--- config.mk ---
export PLATFORM = sky130hd
export DESIGN_NAME = sorted_interval_table
export DESIGN_NICKNAME = d
export VERILOG_FILES = /design/src/rtl/sit_pkg.sv /design/src/rtl/sit_front.sv /design/src/rtl/sit_back.sv /design/src/rtl/sorted_interval_table.sv
export SDC_FILE = /design/constraint.sdc
export NUM_CORES = 2
export LEC_CHECK = 0
export ABC_AREA = 1
export BUFFER_PORTS_ARGS = -buffer_cell sky130_fd_sc_hd__buf_4
export CAP_MARGIN = 30
export CORE_UTILIZATION = 45
export DETAILED_ROUTE_END_ITERATION = 8
export PLACE_DENSITY_LB_ADDON = 0.12
export RECOVER_POWER = 25
export SYNTH_ARGS = -nofsm -noshare
export SYNTH_HDL_FRONTEND = slang
export SYNTH_SLANG_ARGS = --single-unit
--- constraint.sdc ---
create_clock -name clk_i -period 6.3 [get_ports clk_i]
set_clock_uncertainty 0.1 [all_clocks]
set_input_delay 1.26 -clock clk_i [delete_from_list [all_inputs] [get_ports clk_i]]
set_output_delay 1.26 -clock clk_i [all_outputs]
set_load 0.02 [all_outputs]
--- src/rtl/sit_pkg.sv ---
// types and constants shared by the interval table modules
// no dependencies
package sit_pkg;

  localparam int unsigned Capacity = 64;
  localparam int unsigned IdxW = $clog2(Capacity);
  localparam int unsigned CntW = $clog2(Capacity + 1);
  localparam int unsigned QDepth = 2;

  typedef enum logic [1:0] {
    CMD_INSERT  = 2'd0,
    CMD_REMOVE  = 2'd1,
    CMD_FIND    = 2'd2,
    CMD_OVERLAP = 2'd3
  } cmd_e;

  typedef enum logic [1:0] {
    ST_OK        = 2'd0,
    ST_FULL      = 2'd1,
    ST_NOT_FOUND = 2'd2,
    ST_BAD_ORDER = 2'd3
  } status_e;

  typedef enum logic [2:0] {
    EX_IDLE,
    EX_SCAN,
    EX_SHIFT,
    EX_WRITE,
    EX_DONE
  } ex_state_e;

  typedef struct packed {
    logic [1:0]  command;
    logic [15:0] start_time;
    logic [15:0] end_time;
    logic [15:0] room_id;
  } in_item_t;

  typedef struct packed {
    logic [1:0]  status;
    logic [15:0] hit_end;
    logic [15:0] hit_room;
    logic        overlaps;
    logic [6:0]  entry_total;
  } out_item_t;

  // classified command handed from front to back
  typedef struct packed {
    cmd_e        cmd;
    logic        reject;
    logic [1:0]  rej_status;
    logic [15:0] start_time;
    logic [15:0] end_time;
    logic [15:0] room_id;
  } job_t;

endpackage

--- src/rtl/sit_front.sv ---
// front end: takes items, checks interval order, queues jobs
// depends on sit_pkg
module sit_front (
  input  logic             clk_i,
  input  logic             rst_ni,
  input  sit_pkg::in_item_t in_i,
  input  logic             push_i,
  output logic             full_o,
  output sit_pkg::job_t    job_o,
  output logic             job_valid_o,
  input  logic             job_take_i
);

  localparam int unsigned PtrW = $clog2(sit_pkg::QDepth);

  sit_pkg::job_t    q_mem [sit_pkg::QDepth];
  logic [PtrW-1:0]  wr_q, rd_q;
  logic [PtrW:0]    cnt_q;
  sit_pkg::job_t    job_in;
  logic             do_push, do_pop;

  always_comb begin
    job_in.cmd        = sit_pkg::cmd_e'(in_i.command);
    job_in.start_time = in_i.start_time;
    job_in.end_time   = in_i.end_time;
    job_in.room_id    = in_i.room_id;
    job_in.reject     = (in_i.command == sit_pkg::CMD_INSERT) &&
                        (in_i.end_time < in_i.start_time);
    job_in.rej_status = sit_pkg::ST_BAD_ORDER;
  end

  assign full_o      = (cnt_q == (PtrW+1)'(sit_pkg::QDepth));
  assign job_valid_o = (cnt_q != '0);
  assign job_o       = q_mem[rd_q];
  assign do_push     = push_i && !full_o;
  assign do_pop      = job_take_i && job_valid_o;

  always_ff @(posedge clk_i) begin
    if (do_push) begin
      q_mem[wr_q] <= job_in;
    end
  end

  always_ff @(posedge clk_i or negedge rst_ni) begin
    if (!rst_ni) begin
      wr_q  <= '0;
      rd_q  <= '0;
      cnt_q <= '0;
    end else begin
      if (do_push) wr_q <= wr_q + 1'b1;
      if (do_pop)  rd_q <= rd_q + 1'b1;
      cnt_q <= cnt_q + (PtrW+1)'(do_push) - (PtrW+1)'(do_pop);
    end
  end

endmodule

--- src/rtl/sit_back.sv ---
// back end: walks the sorted table one memory access per cycle
// depends on sit_pkg
module sit_back (
  input  logic              clk_i,
  input  logic              rst_ni,
  input  sit_pkg::job_t     job_i,
  input  logic              job_valid_i,
  output logic              job_take_o,
  output sit_pkg::out_item_t res_o,
  output logic              res_valid_o,
  input  logic              res_take_i
);

  localparam int unsigned IdxW = sit_pkg::IdxW;
  localparam int unsigned CntW = sit_pkg::CntW;

  // one row holds start, end, room
  logic [47:0] mem [sit_pkg::Capacity];
  logic [47:0] rd_data_q;

  sit_pkg::ex_state_e state_q, state_d;
  sit_pkg::job_t      job_q, job_d;
  logic [CntW-1:0]    count_q, count_d;
  logic [CntW-1:0]    idx_q, idx_d;    // current read address
  logic [CntW-1:0]    pos_q, pos_d;    // found position
  logic               rd_pend_q, rd_pend_d;
  logic               found_q, found_d;
  logic               rd_en;
  logic [IdxW-1:0]    rd_addr;
  logic               wr_en;
  logic [IdxW-1:0]    wr_addr;
  logic [47:0]        wr_data;
  sit_pkg::out_item_t res_q, res_d;
  logic               res_valid_q, res_valid_d;
  logic [15:0]        m_start, m_end, m_room;
  logic [CntW-1:0]    last_idx;

  assign m_start  = rd_data_q[47:32];
  assign m_end    = rd_data_q[31:16];
  assign m_room   = rd_data_q[15:0];
  assign last_idx = idx_q - 1'b1;

  always_ff @(posedge clk_i) begin
    if (wr_en) mem[wr_addr] <= wr_data;
    if (rd_en) rd_data_q <= mem[rd_addr];
  end

  always_comb begin
    state_d     = state_q;
    job_d       = job_q;
    count_d     = count_q;
    idx_d       = idx_q;
    pos_d       = pos_q;
    rd_pend_d   = 1'b0;
    found_d     = found_q;
    res_d       = res_q;
    res_valid_d = res_valid_q;
    rd_en       = 1'b0;
    rd_addr     = idx_q[IdxW-1:0];
    wr_en       = 1'b0;
    wr_addr     = idx_q[IdxW-1:0];
    wr_data     = rd_data_q;
    job_take_o  = 1'b0;

    if (res_valid_q && res_take_i) res_valid_d = 1'b0;

    unique case (state_q)
      sit_pkg::EX_IDLE: begin
        if (job_valid_i) begin
          job_take_o = 1'b1;
          job_d      = job_i;
          idx_d      = '0;
          found_d    = 1'b0;
          state_d    = sit_pkg::EX_SCAN;
        end
      end
      sit_pkg::EX_SCAN: begin
        // examine the row read last cycle, then issue the next read
        if (job_q.reject) begin
          state_d = sit_pkg::EX_DONE;
        end else if (job_q.cmd == sit_pkg::CMD_INSERT &&
                     count_q == CntW'(sit_pkg::Capacity)) begin
          job_d.reject     = 1'b1;
          job_d.rej_status = sit_pkg::ST_FULL;
          state_d          = sit_pkg::EX_DONE;
        end else if (rd_pend_q && !found_d) begin
          unique case (job_q.cmd)
            sit_pkg::CMD_INSERT:  found_d = (m_start > job_q.start_time);
            sit_pkg::CMD_OVERLAP: found_d =
              (job_q.start_time > m_start && job_q.start_time < m_end) ||
              (job_q.end_time > m_start && job_q.end_time < m_end);
            default:              found_d = (m_start == job_q.start_time);
          endcase
          if (found_d) pos_d = last_idx;
        end
        if (state_d == sit_pkg::EX_SCAN) begin
          if (found_d || idx_q == count_q) begin
            if (!found_d) pos_d = count_q;
            unique case (job_q.cmd)
              sit_pkg::CMD_INSERT: begin
                // shift down from the tail: read idx-1, write idx
                idx_d   = count_q;
                state_d = sit_pkg::EX_SHIFT;
              end
              sit_pkg::CMD_REMOVE: begin
                idx_d   = pos_d + 1'b1;
                state_d = found_d ? sit_pkg::EX_SHIFT : sit_pkg::EX_DONE;
              end
              default: state_d = sit_pkg::EX_DONE;
            endcase
            // a find keeps the hit in the job until the result is built
            if (job_q.cmd == sit_pkg::CMD_FIND && found_d) begin
              job_d.end_time = m_end;
              job_d.room_id  = m_room;
            end
          end else begin
            rd_en     = 1'b1;
            rd_pend_d = 1'b1;
            idx_d     = idx_q + 1'b1;
          end
        end
      end
      sit_pkg::EX_SHIFT: begin
        if (job_q.cmd == sit_pkg::CMD_INSERT) begin
          if (rd_pend_q) begin
            wr_en   = 1'b1;
            wr_addr = idx_q[IdxW-1:0];
            idx_d   = last_idx;
          end else if (idx_q == pos_q) begin
            state_d = sit_pkg::EX_WRITE;
          end else begin
            rd_en     = 1'b1;
            rd_addr   = last_idx[IdxW-1:0];
            rd_pend_d = 1'b1;
          end
        end else begin
          // remove: read idx, write idx-1
          if (rd_pend_q) begin
            wr_en   = 1'b1;
            wr_addr = last_idx[IdxW-1:0];
            idx_d   = idx_q + 1'b1;
          end else if (idx_q >= count_q) begin
            count_d = count_q - 1'b1;
            state_d = sit_pkg::EX_DONE;
          end else begin
            rd_en     = 1'b1;
            rd_pend_d = 1'b1;
          end
        end
      end
      sit_pkg::EX_WRITE: begin
        wr_en   = 1'b1;
        wr_addr = pos_q[IdxW-1:0];
        wr_data = {job_q.start_time, job_q.end_time, job_q.room_id};
        count_d = count_q + 1'b1;
        state_d = sit_pkg::EX_DONE;
      end
      sit_pkg::EX_DONE: begin
        if (!res_valid_q || res_take_i) begin
          res_valid_d       = 1'b1;
          res_d.status      = job_q.reject ? job_q.rej_status :
                              (job_q.cmd == sit_pkg::CMD_FIND && !found_q) ?
                              sit_pkg::ST_NOT_FOUND : sit_pkg::ST_OK;
          if (job_q.cmd == sit_pkg::CMD_FIND && found_q && !job_q.reject) begin
            res_d.hit_end  = job_q.end_time;
            res_d.hit_room = job_q.room_id;
          end else begin
            res_d.hit_end  = '0;
            res_d.hit_room = '0;
          end
          res_d.overlaps    = (job_q.cmd == sit_pkg::CMD_OVERLAP) && found_q;
          res_d.entry_total = 7'(count_q);
          state_d           = sit_pkg::EX_IDLE;
        end
      end
      default: state_d = sit_pkg::EX_IDLE;
    endcase
  end

  always_ff @(posedge clk_i) begin
    job_q <= job_d;
    pos_q <= pos_d;
    res_q <= res_d;
  end

  always_ff @(posedge clk_i or negedge rst_ni) begin
    if (!rst_ni) begin
      state_q     <= sit_pkg::EX_IDLE;
      count_q     <= '0;
      idx_q       <= '0;
      rd_pend_q   <= 1'b0;
      found_q     <= 1'b0;
      res_valid_q <= 1'b0;
    end else begin
      state_q     <= state_d;
      count_q     <= count_d;
      idx_q       <= idx_d;
      rd_pend_q   <= rd_pend_d;
      found_q     <= found_d;
      res_valid_q <= res_valid_d;
    end
  end

  assign res_o       = res_q;
  assign res_valid_o = res_valid_q;

endmodule

--- src/rtl/sorted_interval_table.sv ---
// sorted interval table: up to 64 intervals (start, end, room) kept in
// ascending start order in one single-port-style memory. insert scans to its
// slot then moves each later entry down one row (read then write per row);
// remove scans to the match and pulls the tail up the same way; find and
// overlap scan at one row per cycle and stop early on a hit. the memory port
// sets the pace. a two-deep queue behind the input lets new items in while
// one is worked on, and a result register lets a finished result wait for
// pop. no clearing pass is needed after reset.
// depends on sit_pkg, sit_front, sit_back
module sorted_interval_table (
  input  logic               clk_i,
  input  logic               rst_ni,
  input  sit_pkg::in_item_t  in_i,
  input  logic               push,
  output logic               full,
  output sit_pkg::out_item_t out_o,
  output logic               empty,
  input  logic               pop
);

  sit_pkg::job_t job;
  logic          job_valid, job_take;
  logic          res_valid;

  // front: accepts items and flags insert with end before start
  sit_front u_front (
    .clk_i       (clk_i),
    .rst_ni      (rst_ni),
    .in_i        (in_i),
    .push_i      (push),
    .full_o      (full),
    .job_o       (job),
    .job_valid_o (job_valid),
    .job_take_i  (job_take)
  );

  // back: table walk, shifting and result register
  sit_back u_back (
    .clk_i       (clk_i),
    .rst_ni      (rst_ni),
    .job_i       (job),
    .job_valid_i (job_valid),
    .job_take_o  (job_take),
    .res_o       (out_o),
    .res_valid_o (res_valid),
    .res_take_i  (pop)
  );

  assign empty = !res_valid;

endmodule

# == Word-level counts from Yosys, hierarchy flattened ==
# Memories as Yosys holds them, arrays and structs flattened. A register that Yosys moved wholly into a read port is not among the register bits.
# Index checks and enable logic that the tools add are counted.
# totals
register_bits,126
mem_bits_rw,3174
input_bits,54
output_inout_bits,44
elab_cells,186
n_memories,2
# op_classes
addsub,9
n_lt_le_gt_ge,7
n_eq_ne,27
muxes,85
reduce_logical,35
# mem_list
name,words,word_bits,read_ports,rd_ports_with_merged_regs,wr,line,source
u_back.mem,64,48,1,1,1,sit_back.sv:18,logic [47:0] mem [sit_pkg::Capacity];
u_front.q_mem,2,51,1,0,1,sit_front.sv:16,sit_pkg::job_t q_mem [sit_pkg::QDepth];
# ops
operator,count
7-bit two-way mux,19
32-bit two-way mux,3
32-bit case mux with 2 select lines,1
51-bit two-way mux,1
16-bit greater-than comparator,3
16-bit < comparator,3
48-bit two-way mux,1
3-bit two-way mux,15
6-bit two-way mux,6
7-bit case mux with 2 select lines,2
1-bit two-way mux,26
"7-bit by 1-bit adder with 7-bit output, second input constant",3
7-bit case mux with 3 select lines,1
16-bit == test,1
3-bit case mux with 5 select lines,1
5-bit AND reduction,3
7-bit == test,2
"2-bit by 1-bit inequality test with 1-bit output, second input constant",7
"7-bit by 1-bit subtractor with 7-bit output, second input constant",2
1-bit logical AND,13
3-bit case mux with 2 select lines,2
6-bit case mux with 2 select lines,1
"2-bit inequality test, second input constant",4
1-bit case mux with 2 select lines,4
22 further kinds,39

# == Depth between registers and ports, before layout ==
# depth
depth_word,21
depth_mapped,31
mapped_depth_nobuf,31

# == Hierarchy ==
# A second synthesis with hierarchy kept.
# unflattened
hier_cells,9956
area_unflattened_um2,133529.3
# by_module_without_submodules
module,instances,cells_each,area_each_um2,seq_area_each_um2
sit_back,1,9599,129172.6,97253.3
sit_front,1,356,4352.9,3163.0
sorted_interval_table,1,1,3.8,0.0

# == Worst setup path before layout ==
# Ideal clock, no wire load.
# synth_timing
path_type,register -> register
from,register u_back.job_q[43] in the netlist's numbering
to,"register u_back.rd_data_q[0], read port of u_back.mem, enable pin"
setup_ns,0.472
arrival_time_ns,4.474
t_required_ns,5.728
slack_ns,1.254
path_stages_with_launch,16
path_buffers,1
synth_period_minus_slack_ns,5.046
path_cell_list,edfxtp_1 > inv_1 > ha_1 > a21o_1 > o21ai_1 > nand2_1 > a21oi_1 > nor2_1 > nor2_1 > nand2_1 > nand2_1 > nand2_2 > inv_2 > nand2_1 > clkbuf_1 > o22ai_1
# synth_between
elab_chain_cells,16
word_cells_on_any_way,19
cone_classes,3 x order compare; 1 x eq/ne; 12 x mux; 3 x reduce/logical
# synth_lines
item,line,source
"start, declared",sit_back.sv:22,"sit_pkg::job_t job_q, job_d;"
"start signal, assigned",sit_back.sv:181,job_q <= job_d;
16-bit greater-than comparator or 16-bit < comparator (tied branches),sit_back.sv:90,(job_q.start_time > m_start && job_q.start_time < m_end) ||
1-bit logical AND,sit_back.sv:90,
1-bit logical OR,sit_back.sv:90,
1-bit case mux with 2 select lines (*),sit_back.sv:87,unique case (job_q.cmd)
1-bit two-way mux (*),sit_back.sv:86,end else if (rd_pend_q && !found_d) begin
1-bit two-way mux (*),sit_back.sv:81,end else if (job_q.cmd == sit_pkg::CMD_INSERT &&
1-bit two-way mux (*),sit_back.sv:79,if (job_q.reject) begin
1-bit two-way mux (*),sit_back.sv:67,unique case (state_q)
1-bit two-way mux (*),sit_back.sv:86,
1-bit two-way mux (*),sit_back.sv:81,
1-bit two-way mux (*),sit_back.sv:79,
1-bit two-way mux (*),sit_back.sv:67,
1-bit logical OR (*),sit_back.sv:97,if (found_d || idx_q == count_q) begin
1-bit two-way mux (*),sit_back.sv:97,
1-bit two-way mux (*),sit_back.sv:96,if (state_d == sit_pkg::EX_SCAN) begin
1-bit case mux with 2 select lines (*),sit_back.sv:67,
net u_back.rd_en,sit_back.sv:28,logic rd_en;
"end, declared",sit_back.sv:19,logic [47:0] rd_data_q;
# The timed path passes the listed nets; every way through them passes the cells marked *. The select of a mux whose other input is x is not followed.
# A chain may end at the register's enable or synchronous reset.

# == Final worst setup path ==
# layout_timing
from,"register u_back.rd_data_q[41], read port of u_back.mem"
to,register u_back.idx_q[4]
# layout_between
elab_chain_cells,21
word_cells_on_any_way,32
cone_classes,1 x add/sub; 3 x order compare; 2 x eq/ne; 21 x mux; 5 x reduce/logical
# layout_lines
item,line,source
16-bit greater-than comparator (on tied branches),"sit_back.sv:90, sit_back.sv:91",
1-bit logical AND (on tied branches),"sit_back.sv:90, sit_back.sv:91",
1-bit logical OR,sit_back.sv:90,
1-bit case mux with 2 select lines (*),sit_back.sv:87,
1-bit two-way mux (*),sit_back.sv:86,
1-bit two-way mux (*),sit_back.sv:81,
1-bit two-way mux (*),sit_back.sv:79,
1-bit two-way mux (*),sit_back.sv:67,
(+5 left out),-,
7-bit two-way mux,sit_back.sv:97,
7-bit two-way mux,sit_back.sv:96,
7-bit two-way mux,sit_back.sv:67,
7-bit by 1-bit adder with 7-bit output,sit_back.sv:106,idx_d = pos_d + 1'b1;
7-bit case mux with 2 select lines,sit_back.sv:99,unique case (job_q.cmd)
7-bit two-way mux,sit_back.sv:97,
7-bit two-way mux,sit_back.sv:96,
7-bit case mux with 3 select lines,sit_back.sv:67,
"end signal, assigned",sit_back.sv:197,idx_q <= idx_d;
"end, declared",sit_back.sv:24,"logic [CntW-1:0] idx_q, idx_d;"
# Mark *: on every way between the ends. The rest lies on a longest branch, timed or not. The select of a mux whose other input is x is not followed.

==> parameters.txt <==
Parameter                              Value

Run status
  Status ... finished, violations left
  Violations in the final reports ... max-capacitance violations, max-slew violations

Synthesis
  Most frequent cells after synthesis ... 3324 x sky130_fd_sc_hd__edfxtp_1, 2063 x sky130_fd_sc_hd__nor2_1, 1546 x sky130_fd_sc_hd__o21ai_0
  Netlist area before placement ... 134000 sq um
  Library cell with the highest instance count after synthesis ... sky130_fd_sc_hd__edfxtp_1
  Number of instances in the synthesized netlist ... 10100
  XOR/XNOR share of the synthesized area ... 0.144%
  Number of different library cells in the post-synthesis netlist ... 56
  Number of synthesized flops with an enable pin ... 3324
  Average size of a mapped cell ... 13.2 sq um
  Synthesized net count ... 10200
  Prevailing post-synth register cell ... sky130_fd_sc_hd__edfxtp_1
  Top cells by area in the synthesized netlist ... sky130_fd_sc_hd__edfxtp_1 75%, sky130_fd_sc_hd__nor2_1 5.8%, sky130_fd_sc_hd__o21ai_0 5.8%
  Library cell with the largest summed area after synthesis ... sky130_fd_sc_hd__edfxtp_1
  Synth Warn # ... 0
  Post-synthesis compound-gate area fraction ... 13.4%
  Sequential area share after synthesis ... 75.2%
  Dominant combinational cell family by area after synthesis ... compound AO/OA/AOI/OAI gates
  Count of state elements after synthesis ... 3348
  Fraction of synthesized cell area taken by the top area cell type ... 74.8%
  Adder-cell area share of the yosys netlist ... 0.933%
  Fraction of the mapped netlist area in simple logic gates ... 7.21%
  Fraction of synthesized area in multiplexers ... 0.135%
  Post-synthesis async set-or-reset flop share ... 0.717%

Global routing
  Vias in the first global route ... 83700
  Total overflow reported by the global router ... 0
  Global-route wire length before repair ... 622000 um
  Number of antenna violations at the first check in global routing ... 9
  Pin count of the biggest net entering global routing ... 148
  GR Util All Layers ... 28.9%

Setup path
  List of cells traversed by the critical path ... ha_1, nand2_1, nor2_1, nand2_1, inv_1, a21oi_1, nand3_1, nand2_1, nand2_1, nand2_1, nand3_2, o21ai_0, nand2_1, o21ai_1, ha_1, nand3_1, nor2_1, nor2_1, o21ai_0, o21ai_0, nand2_1, nand2_1
  Crit Path Max Fanout ... 10
  Required time at the endpoint of the critical path ... 7.03 ns
  Longest individual stage delay on the worst path ... 0.69 ns
  Arrival time of the worst setup path ... 6.56 ns
  Cell with the most instances on the worst path ... sky130_fd_sc_hd__nand2_1
  Max stage delay cell, worst path ... sky130_fd_sc_hd__a21oi_1
  Worst setup SP type ... flip-flop
  Kind of critical path ... flip-flop to flip-flop
  CP top delay family ... simple AND/OR/NAND/NOR gates
  Buf/Inv on CP ... 1
  Kind of capture point of the worst setup path ... flip-flop

Detailed routing
  Number of DRC markers in iteration 0 ... 11700
  Met1 wire length ... 180000 um
  Highest metal used ... met5
  Routed via count divided by cell count ... 6.15
  Average detailed-routed wire length per instance ... 30.7 um
  Drc violations ... 0
  Vias after detailed routing ... 88400
  Wire length on met3 ... 36500 um
  Routed Wire Length ... 441000 um
  Pre-Repair DR Iteration Count ... 7
  Met2 wirelength from detailed routing ... 204000 um
  Antenna violation net count after detailed routing ... 0

STA
  Final Max Tran Viols ... 1166
  Final hold violation count ... 0
  Period Utilization, post-route ... 92.6%
  Sum of negative setup slack ... 0 ns
  Fmax ... 171 MHz
  Crit path time final ... 5.83 ns
  Number of failing setup endpoints in the final timing report ... 0
  Pin slew with the least headroom to its limit ... 3.37 ns
  Unrepaired setup endpoints after global routing ... false
  Headroom to the max-slew limit ... -125%

Pwr
  Part of the power in the clock network ... 27.9%
  Comb pwr share ... 30.5%
  Sequential Power Share ... 41.5%
  Cell internal power dissipation ... 45.7 mW
  Sw Pwr ... 26.5 mW
  Worst ir drop on vdd ... 383 uV
  Power density cells ... 478 nW/um^2
  Switching power share of the total ... 36.6%
  Leakage power ... 48.5 nW

Cells and area
  Count of filler cells inserted in the layout ... 24900
  Share of layout cells above drive strength 1 ... 8.92%
  Post-route non-filler standard cell count ... 14400
  Syn-to-layout area delta ... 13.1%
  Final Net Count ... 10300

Die
  Placeable core region ... 295000 sq um
  Top Ports ... 98
  X dimension of the die ... 547 um
  Num rows ... 199
  Die height ... 547 um
  Die footprint ... 299000 sq um
  Starting Density ... 45.3%

Clock tree
  Post-cts gate resize count ... 0
  Root cell of the clock tree ... sky130_fd_sc_hd__clkbuf_16
  CTS H-Tree Depth ... 5
  Setup fix buffers added after clock tree synthesis ... 0
  Post-CTS Hold Fix Bufs ... 0
  Maximum root-to-sink buffer count ... 4
  Worst-skew pair later-pin latency ... 0.94 ns
  Cts bufs inserted ... 352
  Reg clk slew, reported paths ... 0.06 ns
  Clock Sink Count ... 3348
  Clock tree from TritonCTS ... built

Placed design
  Placed instance count ... 13700
  I/O Buffers ... 97
  Placed wire-length estimate ... 234000 um
  Weighted congestion reported at the end of routability-driven placement ... 0.852

Worst hold path
  Worst hold path class ... flip-flop to flip-flop

Job
  Count of max-cap constraint violations ... 23
-- metrics by stage --
| stage | worst slack, ns | total power [mW] | instance area, sq um | util [%] | hold slack [ns] |
|---|---|---|---|---|---|
| 6_report | 0.468 | 72.2 | 151000 | 51.3 | 0.415 |
| 5_1_grt | 0.0835 | 75.0 | 151000 | 51.3 | 0.380 |
| 4_1_cts | 0.592 | 72.2 | 152000 | 51.5 | 0.101 |
| 3_5_place_dp | 0.590 | 52.2 | 141000 | 47.7 | 0.404 |
| 3_3_place_gp | 0.465 | 51.9 | 141000 | 47.7 | 0.396 |
| 2_1_floorplan | 1.25 | 43.6 | 134000 | - | 0.375 |
-- per-layer routing --
layer  global-route usage (%)  vias to the layer above
li1                         -                    38100
met1                     40.4                    45100
met2                     45.8                     4396
met3                     3.79                      765
met4                     12.0                        2
met5                        0                        -
-- flip-flops by register name, indices dropped and copies added, names as in the netlist, 2 cells and up --
register / flops
u_back.count_q: 7
u_back.idx_q: 7
u_back.job_q: 53
u_back.mem: 3072
u_back.pos_q: 7
u_back.rd_data_q: 48
u_back.res_o: 42
u_back.state_q: 3
u_front.cnt_q: 2
u_front.q_mem: 102
-- area by class of cell --
cell class	count	area, sq um	area share, %
flip-flops and latches	3348	100000	66.5
repair buffers	428	3730	2.47
clock inverters	202	1860	1.23
inverters	197	793	0.525
diodes	2	5.00	0.00331
well taps	3919	4900	3.25
multi-input cells	5843	30200	20.0
clock buffers	433	9200	6.09
-- worst register-to-register path, delay by kind of cell (launching register included) --
| kind | cells | cell delay, ns |
|---|---|---|
| buffers and inverters | 1 | 0.08 |
| AO/OA/AOI/OAI | 5 | 2.04 |
| AND/OR/NAND/NOR | 14 | 2.22 |
| flip-flops | 1 | 0.59 |
| adder cells (fa/ha/maj) | 2 | 0.71 |
-- placed cells by master (no fill, tap or decap), drive strengths merged, types with 9 or more instances in the layout --
master and instances:
edfxtp 3324, nor2 2066, o21ai 2031, o22ai 810, clkbuf 560, nand2 377, buf 301, inv 202
clkinv 167, o221ai 155, o211ai 99, ha 98, a21oi 54, nand3 41, dfrtp 24, bufinv 23
mux2i 18, nand4 16, xor2 16, o32ai 16, nor3 9
-- kinds of logic after synthesis --
family                     count (synthesis)
AOI/OAI and AO/OA                       3188
xor gates and xnor gates                  22
adders and majority gates                 99
buffers and inverters                    901
DFF                                     3348
muxes                                     18
and+or+nand+nor                         2516
-- worst paths after layout --
kind / from / endpoint / slack [ns] / depth (start not counted)
min in group asynchronous: rst_ni / u_back.count_q[4] / 0.69 / 1
min: u_front.q_mem[0][41] / u_back.job_q[41] / 0.42 / 2
max in group asynchronous: rst_ni / u_front.rd_q / 4.22 / 1
max: u_back.rd_data_q[41] / u_back.idx_q[4] / 0.47 / 22
min reg2reg: u_front.q_mem[0][41] / u_back.job_q[41] / 0.42 / 2
max reg2reg: u_back.rd_data_q[41] / u_back.idx_q[4] / 0.47 / 22
-- power by group through the flow --
| stage | registers [mW] | clock network, mW | logic [mW] |
|---|---|---|---|
| floorplan | 30.1 | 0 | 13.4 |
| global placement | 30.2 | 0 | 21.6 |
| detailed placement | 30.2 | 0 | 22.0 |
| CTS | 29.8 | 20.4 | 22.0 |
| global route | 30.0 | 21.3 | 23.8 |
| finish | 30.0 | 20.2 | 22.0 |
No activity file was read; power rests on OpenSTA's default activity.
